### src/hdl/lpd_pkg.sv
// types, constants and helper functions shared by the percent decoder modules
`timescale 1ns / 1ps
package lpd_pkg;

   localparam logic [7:0] PCT_CHAR = 8'h25;
   localparam int QUEUE_DEPTH = 2;
   localparam int QUEUE_AW = 1;

   typedef struct packed {
      logic [7:0] in_byte;
      logic       in_last;
   } req_type;

   typedef struct packed {
      logic [7:0] out_byte;
      logic       out_last;
   } rsp_type;

   typedef enum logic [1:0] {
      PH_IDLE  = 2'd0,
      PH_PCT   = 2'd1,
      PH_DIGIT = 2'd2
   } phase_type;

   // up to three output bytes caused by one input item, in order
   typedef struct packed {
      logic [1:0]      cnt;
      logic [2:0][7:0] bytes;
      logic            last;
   } burst_type;

   typedef struct packed {
      logic full;
      logic empty;
   } queue_status_type;

   function automatic logic is_hex(input logic [7:0] c);
      logic r;
      r = (c >= 8'h30 && c <= 8'h39) || (c >= 8'h41 && c <= 8'h46) ||
          (c >= 8'h61 && c <= 8'h66);
      return r;
   endfunction

   function automatic logic [3:0] hex_value(input logic [7:0] c);
      logic [7:0] v;
      v = 8'h00;
      if (c >= 8'h30 && c <= 8'h39) begin
         v = c - 8'h30;
      end else if (c >= 8'h41 && c <= 8'h46) begin
         v = c - 8'h37;
      end else if (c >= 8'h61 && c <= 8'h66) begin
         v = c - 8'h57;
      end
      return v[3:0];
   endfunction

endpackage

### src/hdl/lpd_front.sv
// front end: escape state machine that turns each item into a burst of output bytes
`timescale 1ns / 1ps
module lpd_front import lpd_pkg::*; (
   input  logic      clock,
   input  logic      reset,
   input  logic      accept,
   input  req_type   req_data,
   output logic      push,
   output burst_type burst
);

   phase_type  phase_ff, phase_in;
   logic [7:0] held_ff, held_in;
   logic       hold_we;
   logic       b_hex;
   logic       fresh_emit;
   logic [7:0] b;
   logic       last;

   assign b          = req_data.in_byte;
   assign last       = req_data.in_last;
   assign b_hex      = is_hex(b);
   assign fresh_emit = !(b == PCT_CHAR && !last);

   // next state
   always_comb begin
      phase_in = phase_ff;
      if (accept) begin
         case (phase_ff)
            PH_PCT: begin
               if (b_hex) begin
                  phase_in = last ? PH_IDLE : PH_DIGIT;
               end else begin
                  phase_in = fresh_emit ? PH_IDLE : PH_PCT;
               end
            end
            PH_DIGIT: begin
               if (b_hex) begin
                  phase_in = PH_IDLE;
               end else begin
                  phase_in = fresh_emit ? PH_IDLE : PH_PCT;
               end
            end
            default: begin
               phase_in = fresh_emit ? PH_IDLE : PH_PCT;
            end
         endcase
      end
   end

   // burst contents
   always_comb begin
      burst       = '0;
      burst.last  = last;
      hold_we     = 1'b0;
      case (phase_ff)
         PH_PCT: begin
            burst.bytes[0] = PCT_CHAR;
            burst.bytes[1] = b;
            if (b_hex) begin
               burst.cnt = last ? 2'd2 : 2'd0;
               hold_we   = !last;
            end else begin
               burst.cnt = fresh_emit ? 2'd2 : 2'd1;
            end
         end
         PH_DIGIT: begin
            if (b_hex) begin
               burst.bytes[0] = {hex_value(held_ff), hex_value(b)};
               burst.cnt      = 2'd1;
            end else begin
               burst.bytes[0] = PCT_CHAR;
               burst.bytes[1] = held_ff;
               burst.bytes[2] = b;
               burst.cnt      = fresh_emit ? 2'd3 : 2'd2;
            end
         end
         default: begin
            burst.bytes[0] = b;
            burst.cnt      = fresh_emit ? 2'd1 : 2'd0;
         end
      endcase
   end

   assign push    = accept && (burst.cnt != 2'd0);
   assign held_in = (accept && hold_we) ? b : held_ff;

   always_ff @(posedge clock) begin
      if (reset) begin
         phase_ff <= PH_IDLE;
      end else begin
         phase_ff <= phase_in;
      end
   end

   always_ff @(posedge clock) begin
      held_ff <= held_in;
   end

endmodule

### src/hdl/lpd_queue.sv
// two-entry burst queue between front and back
`timescale 1ns / 1ps
module lpd_queue import lpd_pkg::*; (
   input  logic             clock,
   input  logic             reset,
   input  logic             push,
   input  burst_type        wr_data,
   input  logic             pop,
   output burst_type        rd_data,
   output queue_status_type status
);

   burst_type             mem_ff [QUEUE_DEPTH];
   logic [QUEUE_AW-1:0]   wr_ptr_ff, wr_ptr_in;
   logic [QUEUE_AW-1:0]   rd_ptr_ff, rd_ptr_in;
   logic [QUEUE_AW:0]     count_ff, count_in;
   logic                  do_push, do_pop;

   assign status.full  = (count_ff == (QUEUE_AW+1)'(QUEUE_DEPTH));
   assign status.empty = (count_ff == '0);
   assign do_push      = push && !status.full;
   assign do_pop       = pop && !status.empty;
   assign rd_data      = mem_ff[rd_ptr_ff];

   always_comb begin
      wr_ptr_in = wr_ptr_ff;
      rd_ptr_in = rd_ptr_ff;
      count_in  = count_ff;
      if (do_push) begin
         wr_ptr_in = (wr_ptr_ff == QUEUE_AW'(QUEUE_DEPTH - 1)) ? '0 : wr_ptr_ff + 1'b1;
      end
      if (do_pop) begin
         rd_ptr_in = (rd_ptr_ff == QUEUE_AW'(QUEUE_DEPTH - 1)) ? '0 : rd_ptr_ff + 1'b1;
      end
      if (do_push && !do_pop) begin
         count_in = count_ff + (QUEUE_AW+1)'(1);
      end else if (do_pop && !do_push) begin
         count_in = count_ff - (QUEUE_AW+1)'(1);
      end
   end

   always_ff @(posedge clock) begin
      if (reset) begin
         wr_ptr_ff <= '0;
         rd_ptr_ff <= '0;
         count_ff  <= '0;
      end else begin
         wr_ptr_ff <= wr_ptr_in;
         rd_ptr_ff <= rd_ptr_in;
         count_ff  <= count_in;
      end
   end

   always_ff @(posedge clock) begin
      if (do_push) begin
         mem_ff[wr_ptr_ff] <= wr_data;
      end
   end

endmodule

### src/hdl/lpd_back.sv
// back end: serializes queued bursts into the output register one byte per cycle while the output is not stalled
`timescale 1ns / 1ps
module lpd_back import lpd_pkg::*; (
   input  logic             clock,
   input  logic             reset,
   input  burst_type        head,
   input  queue_status_type status,
   output logic             pop,
   output logic             rsp_valid,
   input  logic             rsp_stall,
   output rsp_type          rsp_data
);

   logic [1:0] idx_ff, idx_in;
   logic       valid_ff, valid_in;
   rsp_type    data_ff, data_in;
   logic       load;
   logic       final_byte;

   assign load       = !valid_ff || !rsp_stall;
   assign final_byte = (idx_ff == head.cnt - 2'd1);

   always_comb begin
      idx_in   = idx_ff;
      valid_in = valid_ff;
      data_in  = data_ff;
      pop      = 1'b0;
      if (load) begin
         valid_in = !status.empty;
         if (!status.empty) begin
            data_in.out_byte = head.bytes[idx_ff];
            data_in.out_last = head.last && final_byte;
            if (final_byte) begin
               pop    = 1'b1;
               idx_in = '0;
            end else begin
               idx_in = idx_ff + 2'd1;
            end
         end
      end
   end

   always_ff @(posedge clock) begin
      if (reset) begin
         idx_ff   <= '0;
         valid_ff <= 1'b0;
      end else begin
         idx_ff   <= idx_in;
         valid_ff <= valid_in;
      end
   end

   always_ff @(posedge clock) begin
      data_ff <= data_in;
   end

   assign rsp_valid = valid_ff;
   assign rsp_data  = data_ff;

endmodule

### src/hdl/lenient_percent_decoder_top.sv
// lenient percent decoder: escape front end, burst queue and output serializer
// an accepted item's burst is registered in the queue, then its first byte in the output register
// throughput: one item per cycle while each item yields at most one byte and the
// output is not stalled; the output register drains one byte per cycle, so broken
// escapes stall the input once the two-entry burst queue fills
// reset: synchronous; clears the escape phase, the queue and the output valid
`timescale 1ns / 1ps
module lenient_percent_decoder_top import lpd_pkg::*; (
   input  logic    clock,
   input  logic    reset,
   input  logic    req_valid,
   output logic    req_stall,
   input  req_type req_data,
   output logic    rsp_valid,
   input  logic    rsp_stall,
   output rsp_type rsp_data
);

   logic             accept;
   logic             q_push;
   logic             q_pop;
   burst_type        burst;
   burst_type        head;
   queue_status_type q_status;

   assign req_stall = q_status.full;
   assign accept    = req_valid && !req_stall;

   lpd_front u_front (
      .clock    (clock),
      .reset    (reset),
      .accept   (accept),
      .req_data (req_data),
      .push     (q_push),
      .burst    (burst)
   );

   lpd_queue u_queue (
      .clock   (clock),
      .reset   (reset),
      .push    (q_push),
      .wr_data (burst),
      .pop     (q_pop),
      .rd_data (head),
      .status  (q_status)
   );

   lpd_back u_back (
      .clock     (clock),
      .reset     (reset),
      .head      (head),
      .status    (q_status),
      .pop       (q_pop),
      .rsp_valid (rsp_valid),
      .rsp_stall (rsp_stall),
      .rsp_data  (rsp_data)
   );

   a_no_push_when_full: assert property (@(posedge clock) disable iff (reset)
      q_push |-> !q_status.full)
      else $error("burst pushed into full queue");

   a_no_pop_when_empty: assert property (@(posedge clock) disable iff (reset)
      q_pop |-> !q_status.empty)
      else $error("burst popped from empty queue");

   a_push_nonempty: assert property (@(posedge clock) disable iff (reset)
      q_push |-> (burst.cnt != 2'd0))
      else $error("empty burst pushed");

   a_out_after_reset: assert property (@(posedge clock)
      reset |=> !rsp_valid)
      else $error("output valid right after reset");

endmodule

### config.mk
export PLATFORM = sky130hd
export DESIGN_NAME = lenient_percent_decoder_top
export DESIGN_NICKNAME = d
export VERILOG_FILES = /design/src/hdl/lpd_pkg.sv /design/src/hdl/lpd_front.sv /design/src/hdl/lpd_queue.sv /design/src/hdl/lpd_back.sv /design/src/hdl/lenient_percent_decoder_top.sv
export SDC_FILE = /design/constraint.sdc
export NUM_CORES = 1
export LEC_CHECK = 0
export BUFFER_PORTS_ARGS = -buffer_cell sky130_fd_sc_hd__buf_2
export CAP_MARGIN = 10
export CORE_UTILIZATION = 65
export CTS_CLUSTER_SIZE = 40
export DETAILED_ROUTE_END_ITERATION = 8
export PLACE_DENSITY = 0.88
export REMOVE_ABC_BUFFERS = 1
export SYNTH_ARGS = -nofsm -noshare
export SYNTH_HDL_FRONTEND = slang
export SYNTH_SLANG_ARGS = --single-unit
### constraint.sdc
create_clock -name clock -period 7.55 [get_ports clock]
set_clock_uncertainty 0.2 [all_clocks]
set_input_delay 0.755 -clock clock [delete_from_list [all_inputs] [get_ports clock]]
set_output_delay 0.755 -clock clock [all_outputs]
set_load 0.01 [all_outputs]
==> summary.md <==
| Metric | Value |
|---|---|
| Cts repair resizes | `0` |
| Worst Hold Class | `flip-flop to flip-flop` |
| Setup crit end kind | `flip-flop` |
| Post-DR wirelength/cell | `between 15 and 20 µm` |
| Buf/Inv on CP | `3` |
| Post-placement cell count | `373` |
| Max Cap Viol | `0` |
| CP arrival | `3.24 ns` |
| Setup_tns | `0 ns` |
| Part of the power in the clock network | `0.247` |
| GRT Util Overall | `0.255` |
| Post-Syn Area | `3810 µm²` |
| Slew margin rel. | `0.354` |
| Final min period | `3.16 ns` |
| Core area | `5570 µm²` |
| Worst VDD drop | `0.198 mV` |
| Worst setup SP type | `input pin` |
| Post-synth cell types | `51` |
| Dominant cell type by area after synthesis | `edfxtp_1` |
| Fillers | `between 300 and 400` |
| Asr flop ratio synth | `0` |
| Num ports | `24` |
| Critical path cell sequence | `buf_2 -> inv_1 -> ha_1 -> nor2_1 -> o211ai_1 -> nand3b_1 -> a211oi_2 -> inv_1 -> ha_1 -> or3_1 -> a21oi_1` |
| CTS Sinks | `81` |
| Starting density of the core | `0.683` |
| H-tree levels | `3` |
| Clock Latency Late Sink | `0.35 ns` |
| Flop pwr share | `0.510` |
| Die Span X | `a little under 80 µm` |
| Post-CTS setup buffer count | `0` |
| Register area share after synthesis | `0.613` |
| Final Hold Fails | `0` |
| Synthesized instance count | `between 200 and 300` |
| WS Path Type | `input pin to flip-flop` |
| Sw Share | `0.288` |
| Fmax achieved | `~0.32 GHz` |
| Clock root cell | `clkbuf_8` |
| Share of layout cells above drive strength 1 | `0.202` |
| PortBufs | `23` |
| Clk pin slew, worst setup/hold paths | `0.08 ns` |
| Die Height | `78.5 µm` |
| Hold WS | `0.290 ns` |
| Final wirelength | `about 7200 µm` |
| Mean Syn Cell Area | `approximately 13 µm²` |
| Total grt overflow | `0` |
| DR iter-0 viols | `205` |
| Internal power | `~0.87 mW` |
| Post-DRT Antenna Nets | `0` |
| DRT Pass-1 Iters | `5` |
| RSZ-0062 raised after global routing | `no` |
| Number of vias per cell | `about 6.3` |
| TritonCTS Buffers | `9` |
| Largest delay share family, worst path | `compound AO/OA/AOI/OAI gates` |
| Combinational power share | `0.242` |
| Cell Count, Final, Fillers Out | `just under 400` |
| Status | `finished clean` |
| Vias in the first global route | `2,278` |
| WP data required | `7.63 ns` |
| Global-route wire length before repair | `11,500 µm` |
| # diodes | `0` |
| FF+latch count, synth | `81` |
| Die ar. | `6170 µm²` |
| Hpwl dp | `5020 µm` |
| CTS Hold Bufs | `0` |
| Lkg Pwr | `1.44 nW` |
| Slew Viols, Final | `0` |
| Final layout net count | `~340` |
| Post-synth EDFFs | `71` |
| Longest Clk Path Bufs | `2` |
| Synth area leaders | `edfxtp_1, dfxtp_1, mux4_2` |
| Layout Area Growth over Synthesis | `10.2%` |
| FP Rows | `27` |
| Slowest cell on crit path | `o211ai_1` |
| GP Congestion | `0.921` |
| Remaining DRCs | `0` |
| Slew of the pin with the lowest slew margin | `0.961 ns` |
| Crit Path Max Fanout | `7` |
| Switch Pwr | `about 0.35 mW` |
| Predominant post-synthesis flop cell | `edfxtp_1` |
| Final setup fails | `0` |
| Vias | `2,440` |
| Largest net degree at the start of global routing | `28` |
| Clock tree from TritonCTS | `built` |
| Max incr delay on CP | `0.41 ns` |
| R2R Setup Slk | `4.45 ns` |
| Initial antenna violation count | `0` |
| PwrDens | `292 nW/µm²` |
| Final Cycle Share | `0.419` |
| Syn. warnings | `0` |
| Post-synth top area share | `0.560` |
## state kept, by name, indices dropped and copies added, names as in the netlist, named ones only
register	cells
u_back.rsp_valid	1
u_queue.mem_ff	54
u_front.held_ff	8
u_queue.rd_ptr_ff	1
u_queue.wr_ptr_ff	1
u_back.idx_ff	2
u_front.phase_ff	2
u_queue.count_ff	2
u_back.rsp_data	9
## power by group through the flow
stage / sequential (mW) / combinational [mW] / clock (mW)
6_report: 0.625 / 0.297 / 0.303
5_1_grt: 0.634 / 0.325 / 0.321
4_1_cts: 0.626 / 0.299 / 0.303
3_5_place_dp: 0.635 / 0.298 / 0
3_3_place_gp: 0.627 / 0.282 / 0
2_1_floorplan: 0.657 / 0.178 / 0
## stage by stage
step / util / setup slack [ns] / total power, mW / instance area [µm²]
2_1_floorplan: - / 3.77 / 0.835 / 3770
3_3_place_gp: 0.719 / 4.21 / 0.909 / 4010
3_5_place_dp: 0.719 / 4.07 / 0.933 / 4010
4_1_cts: 0.752 / 4.43 / 1.23 / 4190
5_1_grt: 0.752 / 4.25 / 1.28 / 4190
6_report: 0.752 / 4.39 / 1.22 / 4190
## cells in the mapped netlist, types with 3 or more instances
cell,n
a22oi_1,8
inv_1,21
clkbuf_1,6
ha_1,11
o21bai_1,3
o21ai_1,3
nand3_1,3
buf_2,3
nor2b_1,7
o22ai_1,10
dfxtp_1,10
xnor2_1,4
a31oi_1,3
nand2b_1,6
or3_1,4
and2_1,5
a211oi_1,3
mux4_2,8
nand2_1,11
edfxtp_1,71
a21oi_1,14
mux2i_1,12
nor2_1,23
## worst paths after layout
kind                                         start                          endpoint  depth (start not counted)
setup reg to reg  u_front.phase_ff[0]$_SDFFE_PP0P_  u_queue.count_ff[1]$_SDFFE_PP0P_                          9
hold / removal    u_front.phase_ff[1]$_SDFFE_PP0P_  u_front.phase_ff[1]$_SDFFE_PP0P_                          2
hold reg to reg   u_front.phase_ff[1]$_SDFFE_PP0P_  u_front.phase_ff[1]$_SDFFE_PP0P_                          2
setup / recovery                       req_data[1]  u_queue.count_ff[1]$_SDFFE_PP0P_                         11
## tightest hold or removal path: stages (launching register included)
cell and delay, ns:
dfxtp_1 0.33, nand2_1 0.06, a21oi_1 0.05
## cell type report
| class | count | area (µm²) | area share |
|---|---|---|---|
| Clock buffer | 10 | 128 | 0.0304 |
| Multi-Input combinational cell | 172 | 1360 | 0.324 |
| Clock inverter | 6 | 60.1 | 0.0143 |
| Tap cell | 72 | 90.1 | 0.0215 |
| Sequential cell | 81 | 2330 | 0.556 |
| Timing Repair Buffer | 27 | 145 | 0.0346 |
| Inverter | 21 | 78.8 | 0.0188 |
## routing by layer
layer / global-route usage / wire, µm
met5: 0 / 0
met4: 0.0944 / 136
met3: 0.0558 / 380
met2: 0.415 / 3520
met1: 0.337 / 3120
## kinds of logic (layout without fill, tap and decap cells)
logic type | after synthesis | after routing | share of synthesized area
XOR/XNOR | 6 | 6 | 0.0138
AND/OR/NAND/NOR | 69 | 69 | 0.0983
multiplexers | 23 | 23 | 0.0877
buffers and inverters | 31 | 64 | 0.0315
adder cells (fa/ha/maj) | 11 | 11 | 0.0361
AO/OA/AOI/OAI | 63 | 63 | 0.120
flip-flops | 81 | 81 | 0.613
## layout by cell type, fill, tap and decap left out, types with 9 or more instances in the layout
| cell | n |
|---|---|
| edfxtp_1 | 71 |
| buf_2 | 23 |
| nor2_1 | 22 |
| inv_1 | 21 |
| a21oi_1 | 14 |
| mux2i_1 | 12 |
| nand2_1 | 11 |
| ha_1 | 11 |
| o22ai_1 | 10 |
| dfxtp_1 | 10 |
| clkbuf_8 | 9 |
Note: power is estimated with default switching activity, not from simulation.
